$ cat config.mk
export PLATFORM = sky130hd
export DESIGN_NAME = rlp_stream_encoder
export DESIGN_NICKNAME = d
export VERILOG_FILES = /design/src/hdl/rlpse_pkg.sv /design/src/hdl/rlpse_front.sv /design/src/hdl/rlpse_queue.sv /design/src/hdl/rlpse_back.sv /design/src/hdl/rlp_stream_encoder.sv
export SDC_FILE = /design/constraint.sdc
export NUM_CORES = 1
export LEC_CHECK = 0
export ABC_AREA = 1
export BUFFER_PORTS_ARGS = -buffer_cell sky130_fd_sc_hd__buf_4
export CORE_MARGIN = 2
export CORE_UTILIZATION = 25
export DETAILED_ROUTE_END_ITERATION = 10
export HOLD_SLACK_MARGIN = 0.1
export MAX_ROUTING_LAYER = met4
export PLACE_DENSITY_LB_ADDON = 0.12
export RECOVER_POWER = 50
export SYNTH_ARGS = -nofsm -noshare
export SYNTH_HDL_FRONTEND = slang
export SYNTH_SLANG_ARGS = --single-unit
$ cat constraint.sdc
create_clock -name clk -period 5.4 [get_ports clk]
set_input_delay 0.54 -clock clk [delete_from_list [all_inputs] [get_ports clk]]
set_output_delay 0.54 -clock clk [all_outputs]
set_load 0.01 [all_outputs]
$ cat src/hdl/rlpse_pkg.sv
package rlpse_pkg;

	localparam int LEN_BYTES_DEFAULT = 4;
	localparam int QUEUE_DEPTH       = 4;

	localparam int IN_TDATA_W  = 40;
	localparam int OUT_TDATA_W = 8;
	localparam int OP_W        = 2;

	localparam logic [7:0] STRING_BASE = 8'h80;
	localparam logic [7:0] LIST_BASE   = 8'hc0;
	localparam int         SHORT_LIMIT = 56;
	localparam logic [7:0] LONG_OFFSET = 8'd55;

	typedef enum logic [OP_W-1:0] {
		OP_STRING  = 2'd0,
		OP_LIST    = 2'd1,
		OP_PAYLOAD = 2'd2
	} op_t;

	// lead byte of a command and how its tail ends
	typedef struct packed {
		logic [7:0] head;
		logic       head_end;
		logic       head_err;
		logic       tail_end;
	} cmd_ctrl_t;

endpackage

$ cat src/hdl/rlpse_front.sv
module rlpse_front #(
	parameter int LEN_BYTES = rlpse_pkg::LEN_BYTES_DEFAULT
) (
	input  logic                                clk,
	input  logic                                arst_n,
	input  logic                                s_tvalid,
	output logic                                s_tready,
	input  logic [rlpse_pkg::IN_TDATA_W-1:0]    s_tdata,
	input  logic [rlpse_pkg::OP_W-1:0]          s_tuser,
	input  logic                                q_full,
	output logic                                push,
	output rlpse_pkg::cmd_ctrl_t                cmd_ctrl,
	output logic [$clog2(LEN_BYTES+1)-1:0]      cmd_cnt,
	output logic [LEN_BYTES-1:0][7:0]           cmd_word
);

	localparam int LEN_W = 8 * LEN_BYTES;
	localparam int CNT_W = $clog2(LEN_BYTES + 1);
	localparam int EXT_W = (LEN_W > 32) ? LEN_W : 32;

	logic [LEN_W-1:0] rem_q, rem_d;
	logic             open_q, open_d;
	logic             pend_q, pend_d;

	rlpse_pkg::op_t   op;
	logic [EXT_W-1:0] len_ext;
	logic [LEN_W-1:0] len;
	logic [LEN_W-1:0] rem_dec;
	logic [7:0]       data;
	logic [7:0]       base;
	logic [CNT_W-1:0] n_len;
	logic             accept;

	assign s_tready = !q_full;
	assign accept   = s_tvalid && s_tready;
	assign op       = rlpse_pkg::op_t'(s_tuser);
	assign len_ext  = EXT_W'(s_tdata[31:0]);
	assign len      = len_ext[LEN_W-1:0];
	assign data     = s_tdata[39:32];
	assign rem_dec  = rem_q - LEN_W'(1);
	assign base     = (op == rlpse_pkg::OP_LIST) ? rlpse_pkg::LIST_BASE
	                                            : rlpse_pkg::STRING_BASE;

	// minimal big-endian byte count of the length
	always_comb begin
		n_len = '0;
		for (int i = 0; i < LEN_BYTES; i++) begin
			if (len[i*8 +: 8] != 8'd0) n_len = CNT_W'(i + 1);
		end
	end

	always_comb begin
		push     = 1'b0;
		cmd_ctrl = '0;
		cmd_cnt  = '0;
		cmd_word = '0;
		rem_d    = rem_q;
		open_d   = open_q;
		pend_d   = pend_q;
		if (accept) begin
			case (op)
				rlpse_pkg::OP_STRING, rlpse_pkg::OP_LIST: begin
					rem_d  = len;
					open_d = 1'b1;
					pend_d = 1'b0;
					if (len == '0) begin
						push              = 1'b1;
						cmd_ctrl.head     = base;
						cmd_ctrl.head_end = 1'b1;
						open_d            = 1'b0;
					end else if (op == rlpse_pkg::OP_STRING && len == LEN_W'(1)) begin
						// prefix depends on the byte itself
						pend_d = 1'b1;
					end else if (len < LEN_W'(rlpse_pkg::SHORT_LIMIT)) begin
						push          = 1'b1;
						cmd_ctrl.head = base + len[7:0];
					end else begin
						push          = 1'b1;
						cmd_ctrl.head = base + rlpse_pkg::LONG_OFFSET + 8'(n_len);
						cmd_cnt       = n_len;
						cmd_word      = len;
					end
				end
				rlpse_pkg::OP_PAYLOAD: begin
					push = 1'b1;
					if (!open_q) begin
						cmd_ctrl.head_err = 1'b1;
					end else if (pend_q) begin
						pend_d = 1'b0;
						open_d = 1'b0;
						rem_d  = '0;
						if (data < rlpse_pkg::STRING_BASE) begin
							cmd_ctrl.head     = data;
							cmd_ctrl.head_end = 1'b1;
						end else begin
							cmd_ctrl.head     = rlpse_pkg::STRING_BASE + 8'd1;
							cmd_ctrl.tail_end = 1'b1;
							cmd_cnt           = CNT_W'(1);
							cmd_word[0]       = data;
						end
					end else begin
						rem_d             = rem_dec;
						cmd_ctrl.head     = data;
						cmd_ctrl.head_end = (rem_dec == '0);
						open_d            = (rem_dec != '0);
					end
				end
				default: ;
			endcase
		end
	end

	always_ff @(posedge clk or negedge arst_n) begin
		if (!arst_n) begin
			rem_q  <= '0;
			open_q <= 1'b0;
			pend_q <= 1'b0;
		end else begin
			rem_q  <= rem_d;
			open_q <= open_d;
			pend_q <= pend_d;
		end
	end

endmodule

$ cat src/hdl/rlpse_queue.sv
module rlpse_queue #(
	parameter int WIDTH = 8,
	parameter int DEPTH = rlpse_pkg::QUEUE_DEPTH
) (
	input  logic                       clk,
	input  logic                       arst_n,
	input  logic                       push,
	input  logic [WIDTH-1:0]           wdata,
	input  logic                       pop,
	output logic [WIDTH-1:0]           rdata,
	output logic                       full,
	output logic                       empty,
	output logic [$clog2(DEPTH+1)-1:0] count
);

	localparam int PTR_W = (DEPTH > 1) ? $clog2(DEPTH) : 1;
	localparam int CNT_W = $clog2(DEPTH + 1);

	logic [WIDTH-1:0] mem_q [DEPTH];
	logic [PTR_W-1:0] wr_ptr_q, rd_ptr_q;
	logic [CNT_W-1:0] count_q;
	logic             do_push, do_pop;

	assign full    = (count_q == CNT_W'(DEPTH));
	assign empty   = (count_q == '0);
	assign count   = count_q;
	assign rdata   = mem_q[rd_ptr_q];
	assign do_push = push && !full;
	assign do_pop  = pop && !empty;

	always_ff @(posedge clk) begin
		if (do_push) mem_q[wr_ptr_q] <= wdata;
	end

	always_ff @(posedge clk or negedge arst_n) begin
		if (!arst_n) begin
			wr_ptr_q <= '0;
			rd_ptr_q <= '0;
			count_q  <= '0;
		end else begin
			if (do_push) begin
				wr_ptr_q <= (wr_ptr_q == PTR_W'(DEPTH - 1)) ? '0 : wr_ptr_q + PTR_W'(1);
			end
			if (do_pop) begin
				rd_ptr_q <= (rd_ptr_q == PTR_W'(DEPTH - 1)) ? '0 : rd_ptr_q + PTR_W'(1);
			end
			if (do_push && !do_pop) count_q <= count_q + CNT_W'(1);
			else if (do_pop && !do_push) count_q <= count_q - CNT_W'(1);
		end
	end

endmodule

$ cat src/hdl/rlpse_back.sv
module rlpse_back #(
	parameter int LEN_BYTES = rlpse_pkg::LEN_BYTES_DEFAULT
) (
	input  logic                                clk,
	input  logic                                arst_n,
	input  logic                                q_empty,
	output logic                                pop,
	input  rlpse_pkg::cmd_ctrl_t                cmd_ctrl,
	input  logic [$clog2(LEN_BYTES+1)-1:0]      cmd_cnt,
	input  logic [LEN_BYTES-1:0][7:0]           cmd_word,
	output logic                                m_tvalid,
	input  logic                                m_tready,
	output logic [rlpse_pkg::OUT_TDATA_W-1:0]   m_tdata,  // out_byte
	output logic                                m_tlast,
	output logic                                m_tuser   // error
);

	localparam int CNT_W = $clog2(LEN_BYTES + 1);
	localparam int IDX_W = (LEN_BYTES > 1) ? $clog2(LEN_BYTES) : 1;

	logic                     out_valid_q;
	logic [7:0]               out_byte_q;
	logic                     out_end_q;
	logic                     out_err_q;
	logic [CNT_W-1:0]         rem_q;
	logic [LEN_BYTES-1:0][7:0] word_q;
	logic                     tail_end_q;

	logic             out_free;
	logic             in_tail;
	logic [CNT_W-1:0] rem_m1;
	logic [IDX_W-1:0] idx;

	assign out_free = !out_valid_q || m_tready;
	assign in_tail  = (rem_q != '0);
	assign rem_m1   = rem_q - CNT_W'(1);
	assign idx      = rem_m1[IDX_W-1:0];
	assign pop      = out_free && !in_tail && !q_empty;

	assign m_tvalid = out_valid_q;
	assign m_tdata  = out_byte_q;
	assign m_tlast  = out_end_q;
	assign m_tuser  = out_err_q;

	always_ff @(posedge clk or negedge arst_n) begin
		if (!arst_n) begin
			out_valid_q <= 1'b0;
			rem_q       <= '0;
		end else if (out_free) begin
			if (in_tail) begin
				out_valid_q <= 1'b1;
				rem_q       <= rem_m1;
			end else if (!q_empty) begin
				out_valid_q <= 1'b1;
				rem_q       <= cmd_cnt;
			end else begin
				out_valid_q <= 1'b0;
			end
		end
	end

	// tail bytes go out most significant first
	always_ff @(posedge clk) begin
		if (out_free) begin
			if (in_tail) begin
				out_byte_q <= word_q[idx];
				out_end_q  <= (rem_q == CNT_W'(1)) && tail_end_q;
				out_err_q  <= 1'b0;
			end else if (!q_empty) begin
				out_byte_q <= cmd_ctrl.head;
				out_end_q  <= cmd_ctrl.head_end;
				out_err_q  <= cmd_ctrl.head_err;
				word_q     <= cmd_word;
				tail_end_q <= cmd_ctrl.tail_end;
			end
		end
	end

endmodule

$ cat src/hdl/rlp_stream_encoder.sv
// RLP stream encoder: takes one request per cycle while s_tready is high (start string,
// start list or payload byte on s_tuser) and emits the encoded byte stream, one byte per
// cycle on the master side while m_tready allows, with tlast on the final byte of each
// item and tuser flagging a payload byte that arrived with no item open. A payload byte
// emits one output byte, or two when it completes a one-byte string at 0x80 or above
// (prefix 0x81, then the byte); a start request emits one byte for a short prefix and
// 1 + n bytes for a long one, n being the length-of-length (at most LEN_BYTES). A
// one-byte string emits nothing until its byte arrives. The front classifies requests
// into commands and a four-entry command queue lets the output side work through a long
// header while the input keeps accepting; s_tready drops only while that queue is full.
module rlp_stream_encoder #(
	parameter int LEN_BYTES = rlpse_pkg::LEN_BYTES_DEFAULT
) (
	input  logic                              clk,
	input  logic                              arst_n,
	input  logic                              s_tvalid,
	output logic                              s_tready,
	input  logic [rlpse_pkg::IN_TDATA_W-1:0]  s_tdata,   // payload_length[31:0], data_byte[39:32]
	input  logic [rlpse_pkg::OP_W-1:0]        s_tuser,   // operation[1:0]
	output logic                              m_tvalid,
	input  logic                              m_tready,
	output logic [rlpse_pkg::OUT_TDATA_W-1:0] m_tdata,   // out_byte[7:0]
	output logic                              m_tlast,
	output logic                              m_tuser    // error[0]
);

	localparam int LEN_W = 8 * LEN_BYTES;
	localparam int CNT_W = $clog2(LEN_BYTES + 1);
	localparam int Q_W   = $bits(rlpse_pkg::cmd_ctrl_t) + CNT_W + LEN_W;
	localparam int QC_W  = $clog2(rlpse_pkg::QUEUE_DEPTH + 1);

	rlpse_pkg::cmd_ctrl_t      f_ctrl, r_ctrl;
	logic [CNT_W-1:0]          f_cnt, r_cnt;
	logic [LEN_BYTES-1:0][7:0] f_word, r_word;
	logic                      q_push, q_pop, q_full, q_empty;
	logic [Q_W-1:0]            q_wdata, q_rdata;
	logic [QC_W-1:0]           q_count;

	rlpse_front #(.LEN_BYTES(LEN_BYTES)) u_front (
		.clk      (clk),
		.arst_n   (arst_n),
		.s_tvalid (s_tvalid),
		.s_tready (s_tready),
		.s_tdata  (s_tdata),
		.s_tuser  (s_tuser),
		.q_full   (q_full),
		.push     (q_push),
		.cmd_ctrl (f_ctrl),
		.cmd_cnt  (f_cnt),
		.cmd_word (f_word)
	);

	assign q_wdata = {f_cnt, f_word, f_ctrl};
	assign {r_cnt, r_word, r_ctrl} = q_rdata;

	rlpse_queue #(.WIDTH(Q_W), .DEPTH(rlpse_pkg::QUEUE_DEPTH)) u_queue (
		.clk    (clk),
		.arst_n (arst_n),
		.push   (q_push),
		.wdata  (q_wdata),
		.pop    (q_pop),
		.rdata  (q_rdata),
		.full   (q_full),
		.empty  (q_empty),
		.count  (q_count)
	);

	rlpse_back #(.LEN_BYTES(LEN_BYTES)) u_back (
		.clk      (clk),
		.arst_n   (arst_n),
		.q_empty  (q_empty),
		.pop      (q_pop),
		.cmd_ctrl (r_ctrl),
		.cmd_cnt  (r_cnt),
		.cmd_word (r_word),
		.m_tvalid (m_tvalid),
		.m_tready (m_tready),
		.m_tdata  (m_tdata),
		.m_tlast  (m_tlast),
		.m_tuser  (m_tuser)
	);

	a_queue_bound: assert property (@(posedge clk) disable iff (!arst_n)
		q_count <= QC_W'(rlpse_pkg::QUEUE_DEPTH))
		else $error("command queue count out of range");

	a_error_shape: assert property (@(posedge clk) disable iff (!arst_n)
		m_tvalid && m_tuser |-> !m_tlast && m_tdata == '0)
		else $error("error result carries data or end mark");

	a_pop_shows_head: assert property (@(posedge clk) disable iff (!arst_n)
		q_pop |=> m_tvalid && m_tdata == $past(r_ctrl.head))
		else $error("popped command head not presented");

endmodule
==> results.json, run 1 <==
{
  "clock_sink_count": 272,
  "timing.critical_path.fanout_max": 29,
  "yosys.area_share.simple_pct": 17.0,
  "timing.final.crit_period_ns": 4.08,
  "routed-via-count": 8954,
  "crit_path_cell_trace": "clkbuf_1, inv_1, nor2_1, inv_1, nor2_1, nand2_1, nor2_1, nand2_1, a21oi_1",
  "post-route-util_pct": 29.5,
  "antenna_cells": 0,
  "leakage_power_uw": 0.00542,
  "power.switching_fraction_pct": 38.1,
  "drt_iter0_markers": 560,
  "postSynthNetCount": 1290,
  "worstMarginPinSlew_ns": 3.28,
  "outcome": "complete, but fails checks",
  "critPathLaunchType": "input pin",
  "post_cts.resized_instances": 0,
  "final_estimated_routing_congestion_in_global_placement": 0.843,
  "overflow": 0,
  "post_synth_xor_area_fraction_pct": 0.618,
  "timing.critical_path.slowest_cell_delay_ns": 0.75,
  "comb_power_share_pct": 32.7,
  "finalNetCount": 1342,
  "slowest_stage": "inv_1",
  "start_util_pct": 25.2,
  "holdCritPathClass": "in -> reg",
  "timing.critical_path.required_ns": 5.67,
  "crit_type": "in -> reg",
  "yosys_most_used_dff": "edfxtp_1",
  "dp_hpwl_mm": 25.7,
  "number_of_cells_on_the_worst_hold_path": 2,
  "failed_checks": "max-capacitance violations, max-slew violations",
  "synthDistinctLibCells": 40,
  "avgRoutedWirePerCell_um": 19.1,
  "fin_hold_ws_ns": 0.151,
  "compound_cell_area_share_of_the_yosys_netlist_pct": 12.8,
  "total_power_uw": 7690,
  "synth.cell_area_um2": 12600,
  "timing.critical_path.mode_cell": "nor2_1",
  "route.detailed.drc": 0,
  "synth-edff-count": 227,
  "synth-adder-area-share_pct": 1.46,
  "clock.fmax_mhz": 245,
  "max-clock-path-buffers": 3,
  "grt_pass1_vias": 8895,
  "powerDensity_nw_per_um2": 523,
  "share_of_synthesized_area_spent_on_multiplexers_pct": 0.0897,
  "drtAntennaViolNets": 0,
  "fraction_of_the_yosys_area_taken_by_sequential_cells_pct": 63.3,
  "routed_wirelength_mm": 37.8,
  "post_synth.cell_area_avg_um2": 10.2,
  "synthCells": 1230,
  "die_ar_um2": 52000,
  "ioPinCount": 58,
  "pre_cts_ws_ns": 2.01,
  "via_per_inst": 4.53,
  "die_height_um": 228,
  "layout.filler_cells": 5248,
  "chipWidth_um": 228,
  "cp.arrival_ns": 4.35,
  "port_buffers": 57,
  "synthToLayoutAreaGrowth_pct": 17.1,
  "fin_worst_skew_ns": 0.0127,
  "drtPass1Iterations": 5,
  "internal_power_uw": 4760,
  "hold_viol_final": 0,
  "net_switching_power_uw": 2930,
  "register_to_register_path_depth": 9,
  "tritoncts.num_buffers": 30,
  "clk_pin_slew_worst_paths_ns": 0.06,
  "placeableCoreArea_um2": 49900,
  "rsz_0062_raised_after_global_routing": "false",
  "placementRows": 82,
  "p_clk_share_pct": 27.0,
  "share_of_layout_cells_above_drive_strength_1_pct": 11.3,
  "ir_worst_vdd_mv": 0.228,
  "setup_viol_count_final": 0,
  "report.final.slew_viol_count": 146,
  "layout_worst_path_cycle_share_pct": 75.5,
  "synth_top_family_by_area": "simple AND/OR/NAND/NOR gates",
  "ys_warn_count": 0,
  "antenna_found_initial": 0,
  "globalRouteTotalUtil_pct": 14.8,
  "setup-tns-final_ns": 0,
  "seq_power_share_pct": 40.3,
  "grt_pass1_wl_mm": 56.9,
  "ys_seq_elements": 272,
  "worst_setup_path_end_kind": "flip-flop",
  "htreeDepth": 1,
  "clk_latency_ns": 0.57,
  "maxCapViolCount": 3,
  "tritoncts_clock_tree": "built",
  "layout_setup_ws_ns": 1.32,
  "async_flop_share_pct": 16.5,
  "grt_max_degree": 51,
  "timing.slew.headroom_pct": -118,
  "clock-root-buffer": "clkbuf_16"
}
==> power groups by stage <==
stage	sequential, uW	combinational (uW)	clock (uW)
2_1_floorplan	3090	1650	0
3_3_place_gp	3140	2630	0
3_5_place_dp	3140	2630	0
4_1_cts	3100	2640	2130
5_1_grt	3140	2840	2210
6_report	3090	2520	2080
==> per-layer routing <==
layer  share of wire, %  up-vias  track usage (%)
li1                   -     4394                -
met3                3.4       46             1.60
met5                  0        -                -
met2                 48      176             24.8
met1                 46     4338             18.9
met4                2.5        0             4.15
==> logic make-up (layout without fill, tap and decap cells) <==
| kind of cell | Yosys count | in the layout |
|---|---|---|
| adder cells (fa/ha/maj) | 14 | 14 |
| multiplexers | 1 | 1 |
| XOR/XNOR | 8 | 8 |
| AND/OR/NAND/NOR | 494 | 494 |
| AO/OA/AOI/OAI | 285 | 285 |
| flip-flops | 272 | 272 |
| buffers and inverters | 156 | 232 |
==> cell usage in the layout, fill, tap and decap left out, drive strengths merged, types with 2 or more instances in the layout <==
master and instances:
nand4 17, nor3 7, clkbuf 50, clkinv 17
inv 103, o211ai 2, edfxtp 227, a22oi 24
dfrtp 45, ha 13, xnor2 3, a2bb2oi 2
buf 56, o21ai 153, clkinvlp 2, o22ai 56
nand2 190, bufinv 3, xor2 5, a21oi 44
nor2 237, nand3 42
==> worst paths after layout <==
path                                   from                    to  slack (ns)
max in group asynchronous            arst_n   u_queue.rd_ptr_q[0]        1.70
min                                m_tready       u_back.m_tvalid        0.15
min reg2reg                u_queue.count[2]      u_queue.count[2]        0.51
max reg2reg                u_queue.count[0]     u_front.rem_q[23]        1.70
max                              s_tuser[1]  u_queue.mem_q[1][16]        1.32
min in group asynchronous            arst_n     u_front.rem_q[21]        1.62
==> registers in the layout (all words and copies together) (netlist names) <==
register	count
u_queue.mem_q	184
u_queue.wr_ptr_q	2
u_queue.count	3
u_back.m_tlast	1
u_queue.rd_ptr_q	2
u_back.word_q	32
u_back.tail_end_q	1
u_front.rem_q	32
u_back.m_tuser	1
u_back.m_tvalid	1
u_back.m_tdata	8
u_front.open_q	1
u_front.pend_q	1
u_back.rem_q	3
==> what timing repair did <==
| action | CTS | global route |
|---|---|---|
| hold endpoints to repair | 45 | 0 |
| buffers inserted | 0 | 0 |
| hold buffers | 1 | 0 |
==> stage by stage <==
| step | std cells | cell area [um^2] |
|---|---|---|
| 6_report | 1978 | 14700 |
| 5_1_grt | 1978 | 14700 |
| 4_1_cts | 1978 | 14800 |
| 3_5_place_dp | 1921 | 13800 |
| 3_3_place_gp | 1921 | 13800 |
| 2_1_floorplan | 1230 | 12600 |
==> critical path: cells and delay by family <==
family | cells | cell delay [ns]
buffers and inverters | 3 | 1.19
and+or+nand+nor | 5 | 2.00
AOI/OAI and AO/OA | 1 | 0.61
==> final cells by class <==
cell class | count | area, um^2 | share of cell area [%]
Timing Repair Buffer | 71 | 483 | 3.29
Sequential cell | 272 | 7940 | 54.1
Clock inverter | 20 | 186 | 1.27
Tap cell | 672 | 841 | 5.72
Inverter | 105 | 394 | 2.68
Multi-Input combinational cell | 802 | 4030 | 27.4
Clock buffer | 36 | 815 | 5.54
==> synthesized netlist by cell type (8+ instances only) <==
library cell	number	share of area, %
edfxtp_1	227	54
o22ai_1	56	2.8
dfrtp_1	45	9.0
nand2_1	182	5.4
inv_1	96	2.9
ha_1	13	1.3
nor2_1	218	6.5
o21ai_0	146	5.8
nand3_1	41	1.6
a21oi_1	43	1.7
a22oi_1	24	1.4
clkbuf_1	40	1.2
inv_2	8	0.24
nor2_4	10	0.90
nand4_1	17	0.85
No activity file was read; power rests on OpenSTA's default activity.
==> inputs of run 2 (changes only) <==
- clock period: 5.4 -> 3.45 ns (I/O delays scaled with it)
==> run 2 against run 1 <==
  * The run now ends clean
  * Sequential share of layout area fell by 0.94 points
  * Worst hold slack got worse by 0.012 ns
  * Core utilization rose by 0.51 points
  * Wire length rose by 2.4%
  * Clock skew rose by 0.016 ns
  * Global-route usage rose by 0.29 points
  * Total power rose by 59%
  * Largest cell class unchanged
  * Die area did not move
  * Non-clock buffer count rose by 30
  * Register-to-register slack got worse by 1.2 ns
  * Largest power group unchanged
  * Critical path depth rose by 2
==> results.json, run 2 (synthesis results as in run 1) <==
{
  "critPathLaunchType": "input pin",
  "powerDensity_nw_per_um2": 816,
  "hold_end": "u_front.rem_q[18]",
  "clock.fmax_mhz": 332,
  "globalRouteTotalUtil_pct": 15.1,
  "timing.critical_path.fanout_max": 12,
  "cts_setup_buffers": 0,
  "design_area_um2": 14900,
  "report.final.slew_viol_count": 0,
  "antenna_cells": 0,
  "timing.slew.headroom_pct": 1.77,
  "layout_worst_path_cycle_share_pct": 87.2,
  "outcome": "complete, no violations",
  "crit_type": "in -> reg",
  "placementRows": 82,
  "clk_latency_ns": 0.57,
  "clk_pin_slew_worst_paths_ns": 0.06,
  "maxCapViolCount": 0,
  "via_per_inst": 4.54,
  "fin_hold_ws_ns": 0.139,
  "holdCritPathClass": "in -> reg",
  "critPathLaunch": "s_tdata[13]",
  "rsz_0062_raised_after_global_routing": "false",
  "largest_register": "u_queue.mem_q",
  "leakage_power_uw": 0.00554,
  "timing.critical_path.required_ns": 3.69,
  "drtAntennaViolNets": 0,
  "finalNetCount": 1372,
  "largestRegisters": "u_queue.mem_q x184, u_back.word_q x32, u_front.rem_q x32",
  "grt_pass1_wl_mm": 57.6,
  "port_buffers": 57,
  "post_cts.resized_instances": 0,
  "routed-via-count": 9126,
  "pre_cts_ws_ns": 0.352,
  "rr_startpoint": "u_queue.rd_ptr_q[0]",
  "die_ar_um2": 52000,
  "antenna_found_initial": 1,
  "tritoncts_clock_tree": "built",
  "overflow": 0,
  "die_height_um": 228,
  "dp_hpwl_mm": 27.2,
  "grt_max_degree": 58,
  "avgRoutedWirePerCell_um": 19.3,
  "r2r-end": "u_back.word_q[14]",
  "timing.hold.worst.start": "s_tdata[18]",
  "drt_iter0_markers": 611,
  "cts_hold_repair.buffers": 15,
  "layout_setup_ws_ns": 0.442,
  "worst_setup_path_end_kind": "flip-flop",
  "synthToLayoutAreaGrowth_pct": 19.1,
  "grt_pass1_vias": 8857,
  "share_of_layout_cells_above_drive_strength_1_pct": 11.4,
  "final_common_cell": "edfxtp_1",
  "htreeDepth": 1,
  "most-common-layout-cells": "227 x edfxtp_1, 216 x nor2_1, 182 x nand2_1",
  "reg2reg_slack_ns": 0.47,
  "ioPinCount": 58,
  "setup_viol_count_final": 0,
  "register_to_register_path_depth": 4,
  "largest_register_ffs": 184,
  "clock_sink_count": 272,
  "tritoncts.num_buffers": 30,
  "number_of_cells_on_the_worst_hold_path": 3,
  "final_estimated_routing_congestion_in_global_placement": 0.832,
  "placeableCoreArea_um2": 49900,
  "clock-root-buffer": "clkbuf_16",
  "chipWidth_um": 228,
  "worstMarginPinSlew_ns": 1.47,
  "cell_area_after_placement_um2": 13900,
  "ir_worst_vdd_mv": 0.426,
  "timing.final.crit_period_ns": 3.01,
  "cp.arrival_ns": 3.25,
  "start_util_pct": 25.2,
  "drtPass1Iterations": 5,
  "fin_worst_skew_ns": 0.0284,
  "route.detailed.drc": 0,
  "hold_viol_final": 0,
  "max-clock-path-buffers": 3,
  "routed_wirelength_mm": 38.7
}
[run 2: cell types whose count changed in the layout (fill, tap and decap cells not counted), moves of 2 or more]
cell / previous run / this run
dlygate4sd3_1: 1 / 15
clkbuf_1: 17 / 29
clkbuf_8: 2 / 7
buf_12: 0 / 4
clkinv_2: 12 / 8
clkbuf_2: 0 / 2
inv_1: 101 / 99
inv_2: 2 / 4
[run 2: stage by stage]
stage	power [uW]	utilization (%)	TNS, ns	instances
floorplan	7410	-	-40.41	1230
global placement	9200	27.9	0	1937
detailed placement	9170	27.9	0	1937
CTS	12500	30.3	0	2008
global route	13000	30.0	0	2008
finish	12200	30.0	0	2008
[run 2: worst max path at each step]
stage | endpoint | slack, ns | depth (start not counted)
floorplan | u_queue.mem_q[0][0] | -0.22 | 8
global placement | u_queue.mem_q[2][30] | 0.37 | 10
detailed placement | u_queue.mem_q[2][33] | 0.35 | 10
CTS | u_queue.mem_q[2][27] | 0.45 | 9
global route | u_back.rem_q[1] | 0.16 | 6
finish | u_queue.mem_q[0][42] | 0.44 | 11
[run 2: per-layer routing]
metal	share of wire [%]	GRT usage, %	wire length, um
met1	45	19.3	17600
met2	49	25.4	19100
met3	3.2	1.80	1230
met4	2.1	3.70	818
met5	0	-	0
[run 2: layout make-up]
class | instances | area [um^2]
clock buffers | 43 | 891
clock inverters | 13 | 125
fillers | 5227 | 34900
inverters | 105 | 394
multi-input cells | 802 | 4010
flip-flops and latches | 272 | 7940
well taps | 672 | 841
repair buffers | 101 | 751
[run 2: report_power, final]
group / switching, uW / leakage [uW] / internal [uW]
sequential: 378 / 0.00267 / 4460
combinational: 2930 / 0.00236 / 1160
clock: 1330 / 0.000506 / 1940
total: 4630 / 0.00554 / 7560
[run 2: critical path, stage by stage]
cell and delay (ns):
dlygate4sd3_1 0.53, buf_4 0.11, inv_1 0.04, nand4_1 0.18, nor2_1 0.12, nand3_1 0.19
nor3_1 0.09, nor2_1 0.31, inv_1 0.25, nor2_2 0.68, buf_4 0.38
==> inputs of run 3 (changes only) <==
- BUFFER_PORTS_ARGS: -buffer_cell sky130_fd_sc_hd__buf_4 -> unset
- CELL_PAD_IN_SITES_DETAIL_PLACEMENT: unset -> 1
- CELL_PAD_IN_SITES_GLOBAL_PLACEMENT: unset -> 2
- CORE_MARGIN: 2 -> unset
- DONT_BUFFER_PORTS: unset -> 1
==> run 3 against run 2 <==
  * The run now ends with max-capacitance violations, max-slew violations left
  * Via count is 1.2% lower
  * Total power rose by 2.4%
  * Global-route usage increased by 2.1 points
  * Sequential power about the same
  * Sequential cell count did not move
  * Setup slack gained 0.092 ns
  * Cell area decreased by 1.0%
  * Clock skew shrank 0.0063 ns
  * Clock power up 11%
  * Cell count decreased by 2.1%
  * Worst hold slack got worse by 0.032 ns
  * Critical path type is now reg -> reg
  * Critical endpoint is now u_queue.mem_q[1][11]
  * Largest cell class unchanged
  * Highest routed layer unchanged
==> results.json, run 3 (synthesis results as in run 1) <==
{
  "largest_register_ffs": 184,
  "tritoncts.num_buffers": 35,
  "tritoncts_clock_tree": "built",
  "layout_worst_path_cycle_share_pct": 84.5,
  "ir_worst_vdd_mv": 0.353,
  "cell_area_after_placement_um2": 13500,
  "final_estimated_routing_congestion_in_global_placement": 0.769,
  "ioPinCount": 58,
  "rsz_0062_raised_after_global_routing": "false",
  "register_to_register_path_depth": 9,
  "clock-root-buffer": "clkbuf_16",
  "gr-usage-met2_pct": 28.8,
  "htreeDepth": 2,
  "holdCritPathClass": "in -> reg",
  "critical_path_cell_count": 9,
  "globalRouteTotalUtil_pct": 17.2,
  "routed_wirelength_mm": 41.5,
  "grt-busiest-layer": "met2",
  "antenna_cells": 0,
  "placementRows": 81,
  "failed_checks": "max-capacitance violations, max-slew violations",
  "start_util_pct": 25.5,
  "crit_path_cell_trace": "nor2_1, nand2_1, nand2_1, inv_1, o21ai_0, nor2_1, inv_1, nor2_4, buf_4",
  "global_route.usage.met3_pct": 2.51,
  "chipWidth_um": 226,
  "die_ar_um2": 51100,
  "final_common_cell": "edfxtp_1",
  "drt_iter0_markers": 378,
  "report.final.slew_viol_count": 46,
  "max-clock-path-buffers": 3,
  "outcome": "complete, but fails checks",
  "route.detailed.drc": 0,
  "timing.critical_path.fanout_max": 23,
  "crit_type": "reg -> reg",
  "die_height_um": 226,
  "cp_top_family": "simple AND/OR/NAND/NOR gates",
  "leakage_power_uw": 0.00541,
  "slowest_stage": "nor2_4",
  "timing.critical_path.slowest_cell_delay_ns": 0.69,
  "largestRegisters": "u_queue.mem_q x184, u_back.word_q x32, u_front.rem_q x32",
  "synthToLayoutAreaGrowth_pct": 17.9,
  "post-route-util_pct": 30.0,
  "total_power_uw": 12500,
  "share_of_layout_cells_above_drive_strength_1_pct": 8.76,
  "cts_setup_buffers": 0,
  "timing.critical_path.required_ns": 3.68,
  "grt_max_degree": 49,
  "routed-via-count": 9018,
  "drtPass1Iterations": 4,
  "cts_hold_repair.buffers": 28,
  "fin_hold_ws_ns": 0.107,
  "clock_sink_count": 272,
  "fin_worst_skew_ns": 0.0221,
  "timing.slew.headroom_pct": -3.93,
  "antenna_found_initial": 0,
  "worstMarginPinSlew_ns": 1.56,
  "largest_register": "u_queue.mem_q",
  "path_buf_inv": 3,
  "most-common-layout-cells": "227 x edfxtp_1, 216 x nor2_1, 182 x nand2_1",
  "number_of_cells_on_the_worst_hold_path": 2,
  "placeableCoreArea_um2": 49300,
  "avgRoutedWirePerCell_um": 21.1,
  "port_buffers": 0,
  "grt_pass1_wl_mm": 62.5,
  "met1_usage_pct": 21.7,
  "setup-tns-final_ns": 0,
  "design_area_um2": 14800,
  "maxCapViolCount": 1,
  "clock.fmax_mhz": 343,
  "hold_viol_final": 0,
  "cp.arrival_ns": 3.15,
  "post_cts.resized_instances": 0,
  "clk_pin_slew_worst_paths_ns": 0.06,
  "finalNetCount": 1335,
  "timing.final.crit_period_ns": 2.92,
  "worst_setup_path_end_kind": "flip-flop",
  "drtAntennaViolNets": 0,
  "setup_viol_count_final": 0,
  "via_per_inst": 4.59,
  "critPathLaunchType": "flip-flop",
  "dp_hpwl_mm": 28.7,
  "clk_latency_ns": 0.56,
  "overflow": 0,
  "powerDensity_nw_per_um2": 844,
  "grt_pass1_vias": 9755
}
run 3: changes by cell type in the layout (fill, tap and decap cells not counted), sizes merged:
cell / before / now
buf: 60 / 17
dlygate4sd3: 15 / 27
inv: 103 / 107
clkbuf: 69 / 58
bufinv: 2 / 3
clkinvlp: 1 / 3
run 3: cell type report:
type / instances / area [um^2]
fillers: 5605 / 34500
inverters: 105 / 394
repair buffers: 59 / 483
clock inverters: 20 / 218
clock buffers: 43 / 906
flip-flops and latches: 272 / 7940
well taps: 664 / 831
multi-input cells: 802 / 4020
run 3: metrics by stage:
stage               cells  setup slack [ns]
floorplan            1230            -0.220
global placement     1874             0.553
detailed placement   1874             0.466
CTS                  1965             0.511
global route         1965             0.204
finish               1965             0.534
run 3: layer usage:
| layer | routed length (um) | vias to the layer above | share of wire (%) |
|---|---|---|---|
| met5 | 0 | - | 0 |
| met4 | 813 | 0 | 2.0 |
| met3 | 1180 | 55 | 2.9 |
| met2 | 20300 | 104 | 49 |
| met1 | 19200 | 4473 | 46 |
| li1 | - | 4386 | - |
run 3: worst paths after layout:
kind | startpoint | to | slack (ns)
setup / recovery | u_queue.count[0] | u_queue.mem_q[1][11] | 0.53
hold / removal | s_tdata[23] | u_front.rem_q[23] | 0.11
setup reg to reg | u_queue.count[0] | u_queue.mem_q[1][11] | 0.53
hold reg to reg | u_queue.count[2] | u_queue.count[2] | 0.51
max in group asynchronous | arst_n | u_queue.rd_ptr_q[0] | 1.72
min in group asynchronous | arst_n | u_back.rem_q[2] | 0.71
run 3: worst reg2reg max path, stage by stage (launching register included):
cell and delay (ns):
dfrtp_1 0.43, nor2_1 0.07, nand2_1 0.21, nand2_1 0.13
inv_1 0.14, o21ai_0 0.13, nor2_1 0.18, inv_1 0.19
nor2_4 0.69, buf_4 0.39
run 3: power by group:
group          internal (uW)  switching [uW]  leakage (uW)
Sequential              4470             396       0.00267
Clock                   2130            1500      0.000547
Combinational           1100            2890       0.00219
Total                   7700            4790       0.00541
